## config.mk

```make
export PLATFORM = sky130hd
export DESIGN_NAME = rmq_div_cell
export DESIGN_NICKNAME = d
export VERILOG_FILES = /design/src/rotation_matrix_to_quaternion_core_assert.svh /design/src/rmq_div_cell.sv
export SDC_FILE = /design/constraint.sdc
export NUM_CORES = 1
export LEC_CHECK = 0
export ABC_AREA = 1
export BUFFER_PORTS_ARGS = -buffer_cell sky130_fd_sc_hd__buf_2
export CORE_MARGIN = 8
export CORE_UTILIZATION = 51
export DETAILED_ROUTE_END_ITERATION = 6
export PLACE_DENSITY = 0.88
export SLEW_MARGIN = 40
export SYNTH_ARGS = -nofsm -noshare
export SYNTH_HDL_FRONTEND = slang
export SYNTH_SLANG_ARGS = --single-unit
```

## constraint.sdc

```tcl
create_clock -name clk -period 2.9 [get_ports clk]
set_clock_uncertainty 0.05 [all_clocks]
set_input_delay 0.725 -clock clk [delete_from_list [all_inputs] [get_ports clk]]
set_output_delay 0.725 -clock clk [all_outputs]
set_load 0.01 [all_outputs]
```

## src/rotation_matrix_to_quaternion_core_assert.svh

```systemverilog
// Assertion macros for the rotation matrix to quaternion core.
// Used by the top level; expects clk and rst in scope.
`ifndef ROTATION_MATRIX_TO_QUATERNION_CORE_ASSERT_SVH
`define ROTATION_MATRIX_TO_QUATERNION_CORE_ASSERT_SVH

// Check that cond implies conseq in the same cycle.
`define RMQ_ASSERT_NOW(label, cond, conseq, msg) \
  label: assert property (@(posedge clk) disable iff (rst) (cond) |-> (conseq)) \
    else $error(msg);

// Check that cond implies conseq in the next cycle.
`define RMQ_ASSERT_NEXT(label, cond, conseq, msg) \
  label: assert property (@(posedge clk) disable iff (rst) (cond) |=> (conseq)) \
    else $error(msg);

`endif

```

## src/rmq_div_cell.sv

```systemverilog
// One step of restoring division: one quotient bit per cell.
// Uses no package items.
module rmq_div_cell #(
  parameter int NUM_W = 32,
  parameter int DEN_W = 24
) (
  input  logic             clk,
  input  logic             en,
  input  logic [DEN_W-1:0] den,
  input  logic [DEN_W-1:0] rem_i,
  input  logic [NUM_W-1:0] nq_i,
  output logic [DEN_W-1:0] rem_o,
  output logic [NUM_W-1:0] nq_o
);
  logic [DEN_W:0] rem_s;
  logic [DEN_W:0] diff;
  logic           ge;

  assign rem_s = {rem_i, nq_i[NUM_W-1]};
  assign ge = rem_s >= {1'b0, den};
  assign diff = rem_s - {1'b0, den};

  always_ff @(posedge clk) begin
    if (en) begin
      rem_o <= ge ? diff[DEN_W-1:0] : rem_s[DEN_W-1:0];
      nq_o <= {nq_i[NUM_W-2:0], ge};
    end
  end
endmodule

```

# --- Word level (Yosys, flattened, before mapping) ---
# Cells that the tools add are included.
totals:
  register_bits: 56
  elab_cells: 5
op_classes:
  add_sub_neg: 1
  magnitude_cmp: 1
  mux: 1
op_table:
  columns: ["cell", "count"]
  rows:
  - ["$ge 25x24->1", 1]
  - ["$mux 24", 1]
  - ["$sub 24x24->24", 1]

# --- Logic depth before layout (Yosys ltp) ---
depth:
  ltp_word: 2
  ltp_mapped: 14

# --- Least setup slack after synthesis ---
# Ideal clock, no wire load.
synth_timing:
  kind: "input to register"
  start: "in den[11]"
  end: "reg rem_o[20], data pin"
  setup_ns: 0.253
  arrival_ns: 2.076
  required_time_ns: 2.597
  slack_ns: 0.522
  stages: 13
  path_buffers: 1
  path_cell_list: "inv_1 > ha_1 > nand2_1 > inv_1 > nand2_1 > nand2_1 > nand2_1 > nand2_1 > a21oi_4 > nand3_4 > buf_6 > nand2_1 > nand2_1"
synth_via:
  elab_chain_cells: 2
synth_rtl:
  columns: ["item", "line", "text"]
  rows:
  - ["start, declared", "rmq_div_cell.sv:9", "input logic [DEN_W-1:0] den,"]
  - ["$sub 24x24->24 or $ge 25x24->1 (tied branches)", "rmq_div_cell.sv:21, rmq_div_cell.sv:20", null]
  - ["$mux 24 (*)", "rmq_div_cell.sv:25", "rem_o <= ge ? diff[DEN_W-1:0] : rem_s[DEN_W-1:0];"]
  - ["end signal, assigned", "rmq_div_cell.sv:25", null]
  - ["end, declared", "rmq_div_cell.sv:12", "output logic [DEN_W-1:0] rem_o,"]
# Every way passes the cells marked *; elsewhere a longest branch is shown, timed or not.
# A chain may end at the register's enable or synchronous reset.

# --- Worst setup path after layout ---
layout_timing:
  start: "in den[19]"
  end: "reg rem_o[17], data pin"
layout_via:
  elab_chain_cells: 2
layout_rtl:
  columns: ["item", "line", "text"]
  rows:
  - ["$ge 25x24->1", "rmq_div_cell.sv:20", "assign ge = rem_s >= {1'b0, den};"]
  - ["$mux 24", "rmq_div_cell.sv:25", null]
# No other way between the ends.

==> flow_metrics.env <==
export IMPL_status="finished, final reports clean"
export IMPL_cp_end_kind="flip-flop"
export IMPL_tns_ns=0
export IMPL_leakage_nw=2.781
export IMPL_ys_warn_count=0
export IMPL_die_area_mm2=0.01097
export IMPL_critical_path_class="input port to flip-flop"
export IMPL_cts_buffers=5
export IMPL_ys_types=24
export IMPL_synth_edf_count=56
export IMPL_period_needed_ns=2.433
export IMPL_worst_path_max_delay_cell="ha_1"
export IMPL_die_y_um=104.8
export IMPL_cellPowerDensity_mw_per_mm2=431.9
export IMPL_cp_max_fo=25
export IMPL_drt_iter0_drc=173
export IMPL_place_gp_congestion=0.8820
export IMPL_synth_top_area_cell="edfxtp_1"
export IMPL_worstPathRequired_ns=3.04
export IMPL_syn_inst=542
export IMPL_grt_ovfl_total=0
export IMPL_synth_area_top_cells="edfxtp_1 (42%), nand2_1 (20%), inv_1 (11%), ha_1 (7.5%), nand4_1 (4.5%)"
export IMPL_grt_pass1_vias=3805
export IMPL_diodes=0
export IMPL_postCtsResizedCells=0
export IMPL_root_buffer="clkbuf_8"
export IMPL_crit_start="den[19]"
export IMPL_crit_path_start_kind="input port"
export IMPL_min_period_over_period_pct=83.91
export IMPL_synth_seq_cells=56
export IMPL_synth_most_common_cell="nand2_1"
export IMPL_grt_antenna_before_repair=0
export IMPL_drc=0
export IMPL_worstMarginPinSlew_ns=0.5072
export IMPL_drtPass1Iterations=5
export IMPL_io_pins=138
export IMPL_max_cap_violations=0
export IMPL_worst_hold_path_type="input port to flip-flop"
export IMPL_worst_path_most_repeated_cell="nand2_1"
export IMPL_area_growth_pct=22.83
export IMPL_rsz0062_at_grt="false"
export IMPL_critPathArrivalTime_ns=2.57
export IMPL_yosys_top_cells_count="nand2_1 (217), inv_1 (118), edfxtp_1 (56)"
export IMPL_cts_max_level=2
export IMPL_slew_headroom_pct=66.19
export IMPL_post_drt_wl_per_cell_um=14.68
export IMPL_grtUsageTotal_pct=20.83
export IMPL_nets=792
export IMPL_coreArea_mm2=0.007687
export IMPL_synth_top_area_share_pct=41.86
export IMPL_wl_um=11570
export IMPL_timing_max_transition_violations_final=0
export IMPL_cp_slowest_stage_delay_ns=0.36
export IMPL_syn_area_per_cell_um2=7.413
export IMPL_synth_nets=649
export IMPL_clock_sinks=56
export IMPL_cts_setup_buffers=0
export IMPL_cts_tree="built"
export IMPL_cts_hold_buf=0
export IMPL_multiInputGateArea_mm2=0.001837
export IMPL_synthesis_area_mm2=0.004018
export IMPL_ant_nets=0
export IMPL_synthFlopType="edfxtp_1"
export IMPL_grt_max_degree=41
export IMPL_hpwlAfterDp_um=9383
export IMPL_drive_gt1_share_pct=23.76
export IMPL_fmax_mhz=410.9
export IMPL_synth_async_reset_ratio_pct=0
export IMPL_grt_pass1_wl_um=18770
export IMPL_fin_hold_ws_ns=0.5253
export IMPL_setup_viol=0
export IMPL_vias=3814
export IMPL_synth_seq_area_share_pct=41.86
export IMPL_cts_path_max_buffers=2
export IMPL_port_buffers=137
export IMPL_die_w_um=104.8
export IMPL_power_total_mw=2.131
export IMPL_regArea_mm2=0.001682
export IMPL_path_clk_slew_ns=0.12
export IMPL_crit_path_cell_trace="buf_2 > inv_1 > ha_1 > nand2_1 > inv_1 > nand2_1 > nor4_1 > nand3_2 > nand3_4 > nand2_1 > nand2_1"
export IMPL_routed_via_density=4.840
export IMPL_row_count=32
export IMPL_start_util_pct=52.26
export IMPL_crit_end="rem_o[17]$_DFFE_PP_"
export IMPL_n_fill_cell=721
export IMPL_hold_violations=0
export IMPL_ir_drop_uv=243.9
-- flip-flops by register name (all words and copies together) (netlist names) --
| name | cells |
|---|---|
| nq_o | 32 |
| rem_o | 24 |
-- area by class of cell --
type                       count  area share [%]
inverter                     119           9.052
clock inverter                 3          0.4564
sequential                    56           34.08
multi-input combinational    359           37.22
tap                          102           2.586
timing repair buffer         144           15.21
clock buffer                   5           1.395
-- metal layers --
metal | track usage (%) | part of all wire, % | vias to the layer above
li1 | - | - | 1980
met1 | 26.95 | 45 | 1689
met2 | 35.07 | 48 | 141
met3 | 4.300 | 6.6 | 4
met4 | 4.281 | 0.45 | 0
met5 | 0 | 0 | -
-- cell families (layout without fill, tap and decap cells) --
logic type / after synthesis / count (layout) / share of synthesized area (%)
and+or+nand+nor: 311 / 311 / 33.51
DFF: 56 / 56 / 41.86
buffers and inverters: 127 / 271 / 12.43
adders and majority gates: 25 / 25 / 7.973
xor gates and xnor gates: 11 / 11 / 2.398
AOI/OAI and AO/OA: 12 / 12 / 1.838
-- how the worst min path moves through the flow --
stage               cells after the start     start  slack (ns)                  to
finish                                  1   nq_i[6]        0.53   nq_o[7]$_DFFE_PP_
global route                            1  nq_i[30]        0.52  nq_o[31]$_DFFE_PP_
CTS                                     1   nq_i[6]        0.52   nq_o[7]$_DFFE_PP_
detailed placement                      1  nq_i[25]        0.85  nq_o[26]$_DFFE_PP_
global placement                        1   nq_i[9]        0.85  nq_o[10]$_DFFE_PP_
floorplan                               0   nq_i[9]        0.77  nq_o[10]$_DFFE_PP_
-- worst max-delay path: cells and delay by family --
kind,cells,cell delay [ns]
simple gates,7,1.28
fa+ha+maj,1,0.36
buf+inv,3,0.19
-- where the power goes --
| group | total, mW | internal [mW] | switching (mW) |
|---|---|---|---|
| logic | 0.662 | 0.250 | 0.412 |
| registers | 1.02 | 0.997 | 0.0193 |
| clock network | 0.453 | 0.174 | 0.279 |
| total | 2.13 | 1.42 | 0.710 |
-- layout by cell type (no fill, tap or decap), drive strengths merged --
cell type	n
nand3b	1
nor4	1
xor2	10
nor2	30
clkinv	2
nor3	4
nand2	217
buf	144
fa	1
a21oi	11
inv	120
xnor2	1
o21a	1
clkbuf	5
ha	24
nand3	29
edfxtp	56
nand4	29
-- stage by stage --
stage	setup WS (ns)	utilization, %	std cells	area (um2)
floorplan	0.5216	-	542	4018
global placement	0.1572	63.00	780	4843
detailed placement	0.1356	63.00	780	4843
CTS	0.4655	64.19	788	4935
global route	0.2378	64.19	788	4935
finish	0.4665	64.19	788	4935
Power figures use the tool's default switching activity.
