--- config.mk ---
export PLATFORM = sky130hd
export DESIGN_NAME = rmq_sqrt_cell
export DESIGN_NICKNAME = d
export VERILOG_FILES = /design/src/rotation_matrix_to_quaternion_core_assert.svh /design/src/rmq_sqrt_cell.sv
export SDC_FILE = /design/constraint.sdc
export NUM_CORES = 1
export LEC_CHECK = 0
export BUFFER_PORTS_ARGS = -buffer_cell sky130_fd_sc_hd__clkbuf_2
export CAP_MARGIN = 0
export CELL_PAD_IN_SITES_DETAIL_PLACEMENT = 0
export CELL_PAD_IN_SITES_GLOBAL_PLACEMENT = 1
export CORE_MARGIN = 4
export CORE_UTILIZATION = 35
export CTS_BUF_LIST = sky130_fd_sc_hd__clkbuf_4 sky130_fd_sc_hd__clkbuf_8
export DETAILED_ROUTE_END_ITERATION = 12
export MAX_ROUTING_LAYER = met4
export PLACE_DENSITY_LB_ADDON = 0.1
export SETUP_SLACK_MARGIN = 0.5
export SYNTH_ARGS = -nofsm -noshare
export SYNTH_HDL_FRONTEND = slang
export SYNTH_SLANG_ARGS = --single-unit
--- constraint.sdc ---
create_clock -name clk -period 5.3 [get_ports clk]
set_clock_uncertainty 0.05 [all_clocks]
set_input_delay 0.265 -clock clk [delete_from_list [all_inputs] [get_ports clk]]
set_output_delay 0.265 -clock clk [all_outputs]
set_load 0.02 [all_outputs]
--- src/rotation_matrix_to_quaternion_core_assert.svh ---
// Assertion macros for the rotation matrix to quaternion core.
// Used by the top level; expects clk and rst in scope.
`ifndef ROTATION_MATRIX_TO_QUATERNION_CORE_ASSERT_SVH
`define ROTATION_MATRIX_TO_QUATERNION_CORE_ASSERT_SVH

// Check that cond implies conseq in the same cycle.
`define RMQ_ASSERT_NOW(label, cond, conseq, msg) \
  label: assert property (@(posedge clk) disable iff (rst) (cond) |-> (conseq)) \
    else $error(msg);

// Check that cond implies conseq in the next cycle.
`define RMQ_ASSERT_NEXT(label, cond, conseq, msg) \
  label: assert property (@(posedge clk) disable iff (rst) (cond) |=> (conseq)) \
    else $error(msg);

`endif

--- src/rmq_sqrt_cell.sv ---
// One step of the digit-by-digit square root: one root bit per cell.
// Uses no package items.
module rmq_sqrt_cell #(
  parameter int ROOT_W = 23
) (
  input  logic                  clk,
  input  logic                  en,
  input  logic [ROOT_W+1:0]     rem_i,
  input  logic [ROOT_W-1:0]     root_i,
  input  logic [2*ROOT_W-1:0]   rad_i,
  output logic [ROOT_W+1:0]     rem_o,
  output logic [ROOT_W-1:0]     root_o,
  output logic [2*ROOT_W-1:0]   rad_o
);
  logic [ROOT_W+1:0] rem_s;
  logic [ROOT_W+1:0] trial;
  logic              ge;

  assign rem_s = {rem_i[ROOT_W-1:0], rad_i[2*ROOT_W-1 -: 2]};
  assign trial = {root_i, 2'b01};
  assign ge = rem_s >= trial;

  always_ff @(posedge clk) begin
    if (en) begin
      rem_o <= ge ? rem_s - trial : rem_s;
      root_o <= {root_i[ROOT_W-2:0], ge};
      rad_o <= {rad_i[2*ROOT_W-3:0], 2'b00};
    end
  end
endmodule

### Word level (Yosys, flattened, before mapping)

Index checks and enable logic that the tools add are counted.

* bits in registers: 92
* input port bits: 96

* multiplexer cells: 1
* $lt $le $gt $ge: 1
* add/sub/neg operators: 1

Operators by type and width (number)
* $ge 25x25->1: 1
* $mux 25: 1
* $sub 25x25->25: 1

### Depth between registers and ports, before layout

Gate-level depths: netlist (run 1).

* depth in word-level cells: 2
* depth in mapped cells: 13

### Worst setup path before layout (run 1)

No wires, ideal clock.

* path kind: input-to-reg
* start: input root_i[8]
* end: register rem_o[23], data pin
* library setup time: 0.259 ns
* slack: 2.874 ns
* data required time: 4.991 ns
* stages: 11
* arrival time: 2.117 ns
* path through: inv_1 > ha_1 > a21o_1 > a21oi_2 > or3b_1 > o211ai_2 > and3_1 > buf_4 > inv_4 > o211a_1 > a211o_1

* word-level cells in the longest chain between the ends: 2
* elaborated cells between the ends (all ways): 3

RTL lines
* from (decl): line rmq_sqrt_cell.sv:9 `input logic [ROOT_W-1:0] root_i,`
* $sub 25x25->25 or $ge 25x25->1 (tied branches): line rmq_sqrt_cell.sv:25, rmq_sqrt_cell.sv:21
* $mux 25 *: line rmq_sqrt_cell.sv:25 `rem_o <= ge ? rem_s - trial : rem_s;`
* to (signal assigned): line rmq_sqrt_cell.sv:25
* to (decl): line rmq_sqrt_cell.sv:11 `output logic [ROOT_W+1:0] rem_o,`

Mark *: on every way between the ends. The rest lies on a longest branch, timed or not.
A chain may end at the register's enable or synchronous reset.

### Worst setup path in the final report (run 1)

* start: input root_i[6]
* end: register rem_o[23], data pin

The elaborated chain is that of the path after synthesis.

==> results, run 1 <==
- The final net count is 706.
- On the critical path the largest part of the delay comes from simple AND/OR/NAND/NOR gates.
- Summing all placed instances gives a cell area of 5600 um^2.
- The core region area is 12600 um^2.
- The via count of the first global-routing pass is ~3600.
- The worst pin sits at a relative slew slack of 53.0%.
- For the worst setup path, the data required time is between 5000 and 6000 ps.
- Yosys mapped a number of flops with a built-in enable equal to roughly 90.
- The row count is 41.
- Hold is met by roughly 19 ps.
- The detailed placer's ending HPWL is roughly 9200 um.
- The clock-pin slew of the registers on the worst-case setup and hold paths is 100 ps.
- Summing internal, switching and leakage power gives ~1.8 mW.
- The register area share after synthesis is 61.3%.
- Static timing analysis puts the maximum clock frequency at 299 MHz.
- The H-tree was split into 3 levels.
- From synthesis to final layout, the design area changed by 35.5%.
- IR analysis of the VDD net gives a maximum drop of 0.000107 V.
- The data arrival at the endpoint of the critical path is about 3400 ps.
- During synthesis, Yosys emitted a total of 0 warnings.
- The final worst slack is approximately 2000 ps.
- The overall die area is 14800 um^2.
- Once the floorplan was initialized, standard cells occupied 35.7% of the core.
- In this run the worst path has a maximum fanout of 37.
- The count of boundary I/O pins is 190.
- The maximum buffer depth of the clock tree is 2.
- The area of all placed cells without fillers is about 6100 um^2.
- In this run the vertical extent of the chip is 121 um.
- The buffer and inverter count on the worst path is 4.
- Synthesis produced a netlist whose cell count is 367.
- For this run, asynchronously set or reset flops after synthesis account for 0%.
- The detail route stage leaves a number of antenna-violating nets equal to 0.
- The depth of the critical timing path with buffers and inverters included is 11.
- The mapped cell area is approximately 4500 um^2.
- For this design, the sink count on the clock tree is 92.
- The final worst-path cycle share is 63.2%.
- In this design, the stage delay of the slowest critical-path cell is 610 ps.
- The number of antenna violations at the first check in global routing is 0.
- The average cell area after synthesis is 12.3 um^2.
- Input and output buffers added on the ports amount to 185.
- The run finished with clean final reports.
- Dividing total power by cell area gives a power density of 300 nW/um^2.
- The total via count after detailed routing is 3568.
- After detailed routing, the average wire length per cell comes to approximately 16 um.
- After detailed routing, the total wire length is 12000 um.
- The post-route netlist has 35.4% of its cells at a drive strength greater than 1.
- TritonCTS built the clock tree.
- The synthesized flop and latch total is 92.
- The first-pass iteration count of the detailed router is 6.
- 0 antenna diodes ended up in the layout.
- For this design, the slowest cell found on the critical path is sky130_fd_sc_hd__and3_1.
- The final routed DRC violation total is 0.
- The total setup violations reported at the end of the flow is 0.
- In this run, the number of DRC markers left after iteration 0 of detailed routing was 200.
- Setup repair after global routing left no endpoint under its margin.
- Adding up every negative setup slack in the final design gives 0 ps.
- The final critical delay including setup and external delays is 3350 ps.
- The clock tree root driver cell is sky130_fd_sc_hd__clkbuf_8.
- Fill cells in the final layout number 1203.
- The slew at the pin with the worst max-slew slack is a little over 700 ps.
- Summed over all cells, the static leakage comes to 2.77 nW.
- The dominant register cell in the synthesized netlist is sky130_fd_sc_hd__edfxtp_1.
- The hold violation count in the final report is 0.
- In this run, CTS created clock tree buffers numbering 9.
- The number of setup buffers added after CTS is 0.
- The last weighted congestion value of the routability-driven placer is 0.810.
- The die is 121 um wide.
- The signal on the critical path passes through dlygate4sd3_1 -> clkbuf_2 -> inv_1 -> ha_1 -> a21o_1 -> or3b_1 -> o211ai_2 -> and3_1 -> inv_4 -> o211a_1 -> a211o_1.
- The pre-CTS setup slack is 1840 ps.
- Dividing the detail-routed via count by the number of cells gives 4.68.
- The maximum number of pins on one net before global-route repair is 57.
- The class of the most critical setup path is in2reg.
- The aggregate global-route resource usage is between 15 and 20%.
- The total of max-cap violations is 0.
- In this run, distinct cell masters in the synthesized netlist total 53.
- The kind of end point of the critical path is a flop.
- The depth of the worst hold-timing path is 1.
- The kind of path behind the tightest hold check is in2reg.
- The max-slew violation count is 0.
- STA classifies the critical path startpoint as an input port.
- The first global-routing pass estimated around 19000 um of wire.
- The total grt overflow is 0.
## state kept, by name (all words and copies together) (netlist names)
register / count
rem_o: 25
rad_o: 44
root_o: 23
## power breakdown
part | switching [mW] | internal, mW | leakage, nW
combinational | 0.278 | 0.170 | 1.77
sequential | 0.0174 | 0.884 | 0.901
clock | 0.266 | 0.221 | 0.0968
## cell families after synthesis
logic type	synth area share, %
DFF	61.3
and+or+nand+nor	9.96
buffers and inverters	4.00
xor gates and xnor gates	3.50
adders and majority gates	6.94
muxes	0.472
AOI/OAI and AO/OA	13.8
other	0.0832
## layout by cell type, fill, tap and decap left out, types with 2 or more instances in the layout
cell type,Yosys,layout
sky130_fd_sc_hd__xnor2_1,11,11
sky130_fd_sc_hd__a221o_1,2,2
sky130_fd_sc_hd__nand2_1,24,24
sky130_fd_sc_hd__and3_1,6,6
sky130_fd_sc_hd__xor2_1,7,7
sky130_fd_sc_hd__inv_1,30,30
sky130_fd_sc_hd__o31ai_1,2,2
sky130_fd_sc_hd__conb_1,1,2
sky130_fd_sc_hd__dlygate4sd3_1,0,31
sky130_fd_sc_hd__a31oi_1,2,2
sky130_fd_sc_hd__clkbuf_2,0,184
sky130_fd_sc_hd__clkinv_1,0,2
sky130_fd_sc_hd__a211oi_1,4,4
sky130_fd_sc_hd__nor2_1,26,26
sky130_fd_sc_hd__and2_1,3,3
sky130_fd_sc_hd__o21a_1,3,3
sky130_fd_sc_hd__nor3_1,8,8
sky130_fd_sc_hd__nand3_1,4,4
sky130_fd_sc_hd__or3_1,2,2
sky130_fd_sc_hd__nand2b_1,3,3
sky130_fd_sc_hd__and4_1,5,5
sky130_fd_sc_hd__nand4_1,2,2
sky130_fd_sc_hd__a21oi_1,37,37
sky130_fd_sc_hd__edfxtp_1,92,92
sky130_fd_sc_hd__ha_1,25,25
sky130_fd_sc_hd__o21bai_1,4,4
sky130_fd_sc_hd__a21o_1,11,11
sky130_fd_sc_hd__buf_4,3,2
sky130_fd_sc_hd__clkbuf_8,0,9
sky130_fd_sc_hd__o21ai_0,17,17
## timing repair
action                    4_1_cts  5_1_grt
hold buffers                   22        9
hold endpoints to repair       22        9
resized for setup               0        0
## layout make-up
| cell class | count | area (um^2) | share of cell area, % |
|---|---|---|---|
| timing repair buffer | 217 | 1250 | 20.4 |
| inverter | 31 | 119 | 1.95 |
| tap | 172 | 215 | 3.52 |
| clock inverter | 7 | 73.8 | 1.21 |
| sequential | 92 | 2760 | 45.2 |
| multi-input combinational | 234 | 1570 | 25.7 |
| clock buffer | 9 | 124 | 2.03 |
## final timing paths
check	startpoint	to	slack, ps
max	root_i[6]	rem_o[23]$_DFFE_PP_	1950
min	root_i[5]	root_o[6]$_DFFE_PP_	20
## Yosys cell counts (all sizes together), types with 2 or more instances
cell    instances  area [um^2]
a211oi          5         42.5
a21o           11         82.6
a21oi          38          194
a221o           2         20.0
a31oi           2         12.5
and2            5         33.8
and3            6         37.5
and4            5         43.8
buf            10         57.6
edfxtp         92         2760
ha             25          313
inv            31          119
nand2          24         90.1
nand2b          3         18.8
nand3           4         20.0
nand4           2         12.5
nor2           26         97.6
nor3            8         40.0
o211ai          2         20.0
o21a            3         22.5
o21ai          17         85.1
o21bai          4         30.0
o31ai           2         15.0
or3             2         12.5
xnor2          11         96.3
xor2            7         61.3
## metal layers
metal | GRT usage, % | vias to the layer above | routed length [um]
li1 | - | 1790 | -
met1 | 21.6 | 1619 | 5400
met2 | 26.7 | 148 | 5590
met3 | 3.59 | 11 | 880
met4 | 5.88 | 0 | 148
met5 | - | - | 0
## per-stage QoR
stage          cells  utilization (%)
2_1_floorplan    368                -
4_1_cts          753             47.7
3_3_place_gp     715             44.4
6_report         762             48.4
3_5_place_dp     715             44.4
5_1_grt          762             48.4
(Power assumes the default switching activity.)
==> inputs of run 2 (changes only) <==
==> constraint.sdc (replaced) <==
create_clock -name clk -period 3.45 [get_ports clk]
set_clock_uncertainty 0.05 [all_clocks]
set_input_delay 0.1725 -clock clk [delete_from_list [all_inputs] [get_ports clk]]
set_output_delay 0.1725 -clock clk [all_outputs]
set_load 0.02 [all_outputs]
==> results, run 2 (synthesis results as in run 1) <==
- The data arrival at the endpoint of the critical path is 2890 ps.
- At the placement stage, the worst setup path has a slack of 403 ps.
- In this run, the clock network consumes 26.3% of the power.
- The worst slew slack as a fraction of its limit is 49.2%.
- Once detail routing completed, the nets flagged for antenna violations numbered 0.
- Across all hold checks on the routed design, the worst slack comes to 49.1 ps.
- The floorplan has about 40 rows.
- The clock buffer count from CTS is 9.
- In this run the number of H-tree levels came out at 3.
- The fraction of power consumed by combinational cells is 25.4%.
- The overall die area is 14800 um^2.
- The sum of negative setup slack is 0 ps.
- The DRC violation total after the first TritonRoute iteration is 236.
- The number of antenna violations at the first check in global routing is 0.
- For this configuration, the core starts out at a cell density of between 30% and 40%.
- The total placed instance area is 5620 um^2.
- Across the run, the number of max-cap violations was 0.
- The max-slew violation count was 0.
- The clock tree from TritonCTS is built.
- Setup repair after global routing could not meet its margin everywhere.
- The largest registers in the layout are rad_o (44), rem_o (25), root_o (23).
- The required time at the worst-slack endpoint is 3520 ps.
- STA classifies the critical path endpoint as a flop.
- The wire-length estimate of the detail-placed layout is 9240 um.
- Tracing the worst setup path back leads to its startpoint at root_i[1].
- The total via count after detailed routing is 3759.
- The area growth from synthesis to layout is 43.9%.
- The cell type group with the largest total delay on the critical path is compound AO/OA/AOI/OAI gates.
- The final worst slack is ~630 ps.
- The total area inside the core boundary comes to 12600 um^2.
- The first-pass iteration count of the detailed router is 6.
- At the end of the flow the core is filled with cells to between 50% and 60%.
- The critical path contains buffers and inverters numbering 3 combined.
- The register with the most flip-flops in the final layout is rad_o.
- The sort of element at the start of the critical path is an input port.
- The internal portion of the total power is 1.99 mW.
- The flip-flop count of the largest register after layout is 44.
- The class of the most critical setup path is in2reg.
- The largest single stage delay on the critical path is around 530 ps.
- The run finished with clean final reports.
- The analysis attributes to net switching a power of 880 uW.
- The clock net in this run drives a total of 92 sinks.
- The library cell contributing the largest single delay on the critical path is sky130_fd_sc_hd__a2111oi_1.
- The worst hold path begins at rem_i[14].
- The hold violation count in the final report came to 0.
- Summed over all layers, the routed wires come to between 10000 and 15000 um.
- The average routed wire per standard cell is 15.7 um.
- The maximum clock frequency is 355 MHz.
- In the global route stage, overall resource usage came out at 17.5%.
- The total grt overflow is 0.
- In this run the worst path has a maximum fanout of 4.
- The last weighted congestion value of the routability-driven placer is 0.804.
- The height of the chip is 121 um.
- The first global-routing pass estimated 19400 um of wire.
- In the final layout, the share of cells above drive strength 1 is 34.0%.
- Counting along the longest clock path gives a buffer depth of 2.
- The overall power after layout is between 2 and 3 mW.
- The analysis attributes to cell leakage a power of a little under 3 nW.
- Dividing the detail-routed via count by the number of cells gives 4.70.
- In this run the horizontal extent of the chip is ~120 um.
- Excluding fillers, the count of instances in the completed layout stands at 799.
- Counting I/O delays and the setup requirement, the final critical path takes roughly 2800 ps.
- The proportion of total power due to net switching is between 30% and 40%.
- The clock tree root driver cell is sky130_fd_sc_hd__clkbuf_8.
- The slew at the pin with the worst max-slew slack is 763 ps.
- The count of boundary I/O pins is 190.
- After detailed routing, the number of remaining DRC violations is 0.
- The via count of the first global-routing pass is 3668.
- The worst hold path belongs to the class in2reg.
- The clock-pin slew of the registers on the worst-case setup and hold paths is about 90 ps.
- The number of placed instances, taps included is 717.
- The library cell used most frequently in the layout, excluding fill and tap cells, is sky130_fd_sc_hd__clkbuf_2.
- The power share of the sequential group is 48.3%.
- The area of all placed cells without fillers is 6490 um^2.
- The final net count is ~740.
- Port buffering added 185 buffers.
- In this run the power density over the cells is 442 nW/um^2.
- The worst path uses about four fifths of the clock period.
- The worst-case IR drop observed on VDD is 0.000183 V.
- The number of diodes added for antenna fixing is 0.
- Leaving out fill and tap cells, the most frequent cells in the layout are 184 x sky130_fd_sc_hd__clkbuf_2, 92 x sky130_fd_sc_hd__edfxtp_1, 66 x sky130_fd_sc_hd__dlygate4sd3_1, 37 x sky130_fd_sc_hd__a21oi_1, 30 x sky130_fd_sc_hd__inv_1.
- The total setup violations reported at the end of the flow is 0.
- The signal on the critical path passes through dlygate4sd3_1 -> clkbuf_2 -> inv_1 -> ha_1 -> nand2_1 -> o21bai_1 -> a32oi_2 -> a211oi_1 -> nor3_1 -> a2111oi_1 -> a211oi_2.
- Entering global routing, the biggest net connects 60 pins.
==> run 2: cell count changes in the layout (fill, tap and decap cells not counted) <==
cell / delta
sky130_fd_sc_hd__inv_4: -1
sky130_fd_sc_hd__and3_2: +1
sky130_fd_sc_hd__buf_4: +2
sky130_fd_sc_hd__and3_1: -1
sky130_fd_sc_hd__a32oi_2: +1
sky130_fd_sc_hd__inv_6: +1
sky130_fd_sc_hd__a32oi_1: -1
sky130_fd_sc_hd__dlygate4sd3_1: +35
==> run 2: power groups by stage <==
stage | registers, mW | logic [mW] | clock network [mW]
finish | 1.39 | 0.728 | 0.754
global route | 1.40 | 0.798 | 0.833
CTS | 1.39 | 0.732 | 0.777
detailed placement | 1.41 | 0.669 | 0
global placement | 1.41 | 0.667 | 0
floorplan | 1.55 | 0.275 | 0
==> run 2: routing by layer <==
metal | track usage, % | share of wire [%] | wire length, um | vias up
met5 | - | 0 | 0 | -
met4 | 6.51 | 1.8 | 227 | 0
met3 | 4.15 | 7.6 | 946 | 14
met2 | 27.3 | 46 | 5780 | 144
met1 | 22.3 | 44 | 5560 | 1723
li1 | - | - | - | 1878
==> run 2: worst paths after layout <==
path / slack (ps) / endpoint / depth (start not counted)
max: 630 / rem_o[22]$_DFFE_PP_ / 11
min: 50 / rem_o[16]$_DFFE_PP_ / 3
==> run 2: layout make-up <==
cell class / count / area (um^2)
clock buffers: 9 / 124
well taps: 172 / 215
clock inverters: 7 / 73.8
multi-input cells: 234 / 1580
repair buffers: 254 / 1610
inverters: 31 / 121
fillers: 1169 / 6130
flip-flops and latches: 92 / 2760
==> run 2: repair_timing <==
action | in CTS | in global routing
setup buffers | 0 | 0
endpoints found under the setup margin | 0 | 16
hold buffers | 66 | 0
endpoints found under the hold margin | 66 | 0
resized for setup | 0 | 3
==> inputs of run 3 (changes only) <==
--- a/config.mk
+++ b/config.mk
@@ -5,12 +5,13 @@
 export SDC_FILE = /design/constraint.sdc
 export NUM_CORES = 1
 export LEC_CHECK = 0
+export ABC_AREA = 1
 export BUFFER_PORTS_ARGS = -buffer_cell sky130_fd_sc_hd__clkbuf_2
 export CAP_MARGIN = 0
 export CELL_PAD_IN_SITES_DETAIL_PLACEMENT = 0
 export CELL_PAD_IN_SITES_GLOBAL_PLACEMENT = 1
 export CORE_MARGIN = 4
-export CORE_UTILIZATION = 35
+export CORE_UTILIZATION = 34
 export CTS_BUF_LIST = sky130_fd_sc_hd__clkbuf_4 sky130_fd_sc_hd__clkbuf_8
 export DETAILED_ROUTE_END_ITERATION = 12
 export MAX_ROUTING_LAYER = met4
==> constraint.sdc (replaced) <==
create_clock -name clk -period 2.5 [get_ports clk]
set_clock_uncertainty 0.05 [all_clocks]
set_input_delay 0.125 -clock clk [delete_from_list [all_inputs] [get_ports clk]]
set_output_delay 0.125 -clock clk [all_outputs]
set_load 0.02 [all_outputs]
==> results, run 3 <==
- Of all nets on the critical path, the largest fanout is 20.
- The total detailed-routing wirelength is approximately 16000 um.
- The first global-routing pass estimated ~25000 um of wire.
- In this run the static leakage power is 3.82 nW.
- The mean number of vias per cell is 4.50.
- The sum of negative setup slack is 0 ps.
- The die outline width is ~130 um.
- The largest individual stage delay along the critical path comes from the cell sky130_fd_sc_hd__ha_1.
- Walking the worst path, the cells encountered are clkbuf_2 -> inv_1 -> ha_1 -> nand2_1 -> nor2_2 -> nand3_1 -> nand3_1 -> nand3_4 -> buf_4 -> nand4_1 -> nand2_1.
- The height of the chip is 132 um.
- The layout cell share with drive strength beyond 1 is between 20% and 30%.
- After layout, the minimum clock period comes to 1800 ps.
- The worst hold path passes through 3 cells.
- The startpoint identified for the worst hold timing path is rem_i[6].
- The total setup violations reported at the end of the flow is 0.
- The area growth from synthesis to layout is 40.2%.
- The number of placed instances, taps included is 978.
- The number of antenna violations at the first check in global routing is 0.
- In the layout the commonest cells are 233 x sky130_fd_sc_hd__nand2_1, 184 x sky130_fd_sc_hd__clkbuf_2, 117 x sky130_fd_sc_hd__inv_1, 92 x sky130_fd_sc_hd__edfxtp_1, 66 x sky130_fd_sc_hd__dlygate4sd3_1.
- Across all setup checks in the final design, the least slack found is 702 ps.
- The max-slew violation count came to 0.
- The count of port buffers added during placement is 185.
- The via count of the first global-routing pass is 4780.
- Summed over its instances, the top area cell type makes up 52.8% of the synthesized netlist area.
- At the worst endpoint, the arrival time is 1880 ps.
- The repair_antennas step left the layout with diodes totalling 0.
- The number of flops mapped to enable cells by yosys is 92.
- The worst slack on hold paths is between 30 and 40 ps.
- The maximum vdd drop is 0.000348 V.
- The register with the highest flop count is rad_o.
- The proportion of synthesized flip-flops having asynchronous set or reset is 0%.
- The count of yosys warnings during synthesis is 0.
- The class of the most critical setup path is in2reg.
- The register area share after synthesis is 52.8%.
- The tool flagged a number of max-cap violations equal to 0.
- TritonCTS built the clock tree.
- Setup repair after global routing left no endpoint under its margin.
- The floorplan step defined a die boundary enclosing 17400 um^2.
- Synthesis produced a netlist whose cell count is 604.
- After the first detailed-routing iteration, the DRC count stood at between 150 and 200.
- Once detail routing completed, the nets flagged for antenna violations numbered 0.
- The maximum number of pins on one net before global-route repair is 34.
- Among all cell types in the netlist, the one instantiated most often is sky130_fd_sc_hd__nand2_1.
- The aggregate global-route resource usage is 18.7%.
- After the flow finishes, the layout carries non-filler instances totaling 1063.
- The largest total area in the synthesized netlist belongs to sky130_fd_sc_hd__edfxtp_1.
- Based on the critical path, the design can be clocked at up to between 500 and 600 MHz.
- The most common library cell in the layout ignoring fill and taps is sky130_fd_sc_hd__nand2_1.
- In this run, CTS created clock tree buffers numbering 9.
- The tightest min-delay check is of the in2reg type.
- Timing analysis after detailed placement gives a worst setup slack of 188 ps.
- The worst setup path is launched from an input port.
- The delay of the slowest cell on the worst path is roughly 350 ps.
- The synthesized flop and latch total is 92.
- Dividing the synthesized area by the synthesized cell count gives 8.67 um^2.
- The average routed wire per standard cell is 15.0 um.
- Clock tree synthesis found a total of 92 sinks.
- The row count is 45.
- In the post-synthesis netlist, the biggest area contributors are sky130_fd_sc_hd__edfxtp_1 53%, sky130_fd_sc_hd__nand2_1 17%, sky130_fd_sc_hd__inv_1 8.4%.
- The run finished with clean final reports.
- The register with the most flip-flops in the layout has between 40 and 50 of them.
- The core region area is 15100 um^2.
- After clock tree synthesis, the clock-pin slew on the worst setup and hold paths is 100 ps.
- The required time at the worst-slack endpoint is 2580 ps.
- The commonest cells after synthesis are 233 x sky130_fd_sc_hd__nand2_1, 117 x sky130_fd_sc_hd__inv_1, 92 x sky130_fd_sc_hd__edfxtp_1.
- Routability-driven placement finished with a final weighted congestion of 0.807.
- The synthesized netlist occupies a cell area of 5240 um^2.
- The final net count is 991.
- After layout, the design draws a total of around 4.1 mW.
- The pre-antenna-repair detailed-routing pass consisted of 7 iterations.
- The clock passes through at most 2 buffers.
- The final worst-path cycle share is a little under three quarters.
- The clock tree root driver cell is sky130_fd_sc_hd__clkbuf_8.
- In the synthesized netlist the dominant register cell turns out to be sky130_fd_sc_hd__edfxtp_1.
- The final routed DRC violation total is 0.
- The total via count after detailed routing is 4782.
- The count of distinct cell types in the synthesized netlist is 33.
- The count of boundary I/O pins is 190.
- The largest registers in the layout are rad_o (44), rem_o (25), root_o (23).
- The power density of the placed cells is 563 nW/um^2.
- The kind of end point of the critical path is a flop.
- For this configuration, the core starts out at a cell density of 34.6%.
- The detailed placer's ending HPWL is 12100 um.
- The number of H-tree levels is 3.
- The path with the worst hold slack has its endpoint at rem_o[8]$_DFFE_PP_.
- After global routing the overflow that remains totals 0.
- The hold violation count in the final report is 0.
run 3: cell count changes after synthesis, moves of 5 or more:
cell	before	now
sky130_fd_sc_hd__and4_1	5	0
sky130_fd_sc_hd__a21o_1	11	0
sky130_fd_sc_hd__nor3_1	8	1
sky130_fd_sc_hd__and3_1	6	0
sky130_fd_sc_hd__nand3_1	4	22
sky130_fd_sc_hd__nand2_1	24	233
sky130_fd_sc_hd__o21ai_0	17	1
sky130_fd_sc_hd__nand4_1	2	33
sky130_fd_sc_hd__xnor2_1	11	1
sky130_fd_sc_hd__inv_1	30	117
sky130_fd_sc_hd__a21oi_1	37	11
run 3: how the worst max path moves through the flow:
| stage | startpoint | endpoint | slack, ps | cells after the start |
|---|---|---|---|---|
| 2_1_floorplan | root_i[10] | rem_o[20]$_DFFE_PP_ | 710 | 13 |
| 4_1_cts | root_i[17] | rem_o[6]$_DFFE_PP_ | 570 | 11 |
| 5_1_grt | root_i[14] | rem_o[20]$_DFFE_PP_ | 520 | 13 |
| 3_3_place_gp | root_i[17] | rem_o[16]$_DFFE_PP_ | 200 | 11 |
| 3_5_place_dp | root_i[17] | rem_o[6]$_DFFE_PP_ | 190 | 11 |
| 6_report | root_i[5] | rem_o[21]$_DFFE_PP_ | 700 | 11 |
run 3: where the power goes:
part,leakage (nW),internal [mW],switching [mW]
Combinational,2.81,0.417,0.726
Sequential,0.899,1.87,0.0353
Clock,0.107,0.491,0.592
Total,3.82,2.78,1.35
run 3: layout make-up:
cell class | count | area (um^2)
clock buffers | 9 | 124
clock inverters | 7 | 93.8
well taps | 188 | 235
repair buffers | 264 | 1700
flip-flops and latches | 92 | 2760
inverters | 119 | 447
fillers | 1515 | 7810
multi-input cells | 384 | 1980
run 3: timing repair:
item | in CTS | in global routing
hold buffers | 66 | 0
hold endpoints to repair | 66 | 0
setup endpoints to repair | 0 | 25
setup buffers | 0 | 2
gates resized for setup | 0 | 1
run 3: worst max-delay path: cells and delay by family:
kind	cells	cell delay, ps
adder cells (fa/ha/maj)	1	350
buffers and inverters	3	400
AND/OR/NAND/NOR	7	1000
run 3: logic make-up after synthesis:
family	count (synthesis)	share of synthesized area (%)
buf+inv	130	9.87
xor+xnor	11	1.84
flops	92	52.8
other cells	1	0.0716
simple gates	331	27.9
fa+ha+maj	25	5.98
compound gates	14	1.60
run 3: stage by stage:
stage	util, %	instance area, um^2
5_1_grt	48.5	7340
2_1_floorplan	-	5240
3_5_place_dp	42.4	6430
6_report	48.5	7340
3_3_place_gp	42.4	6430
4_1_cts	48.2	7310
run 3: per-layer routing:
layer  up-vias  routed length (um)  track usage [%]
met4         0                 214             5.19
li1       2464                   -                -
met2       127                7920             32.2
met1      2176                7050             22.3
met3        15                 765             3.70
met5         -                   0                -
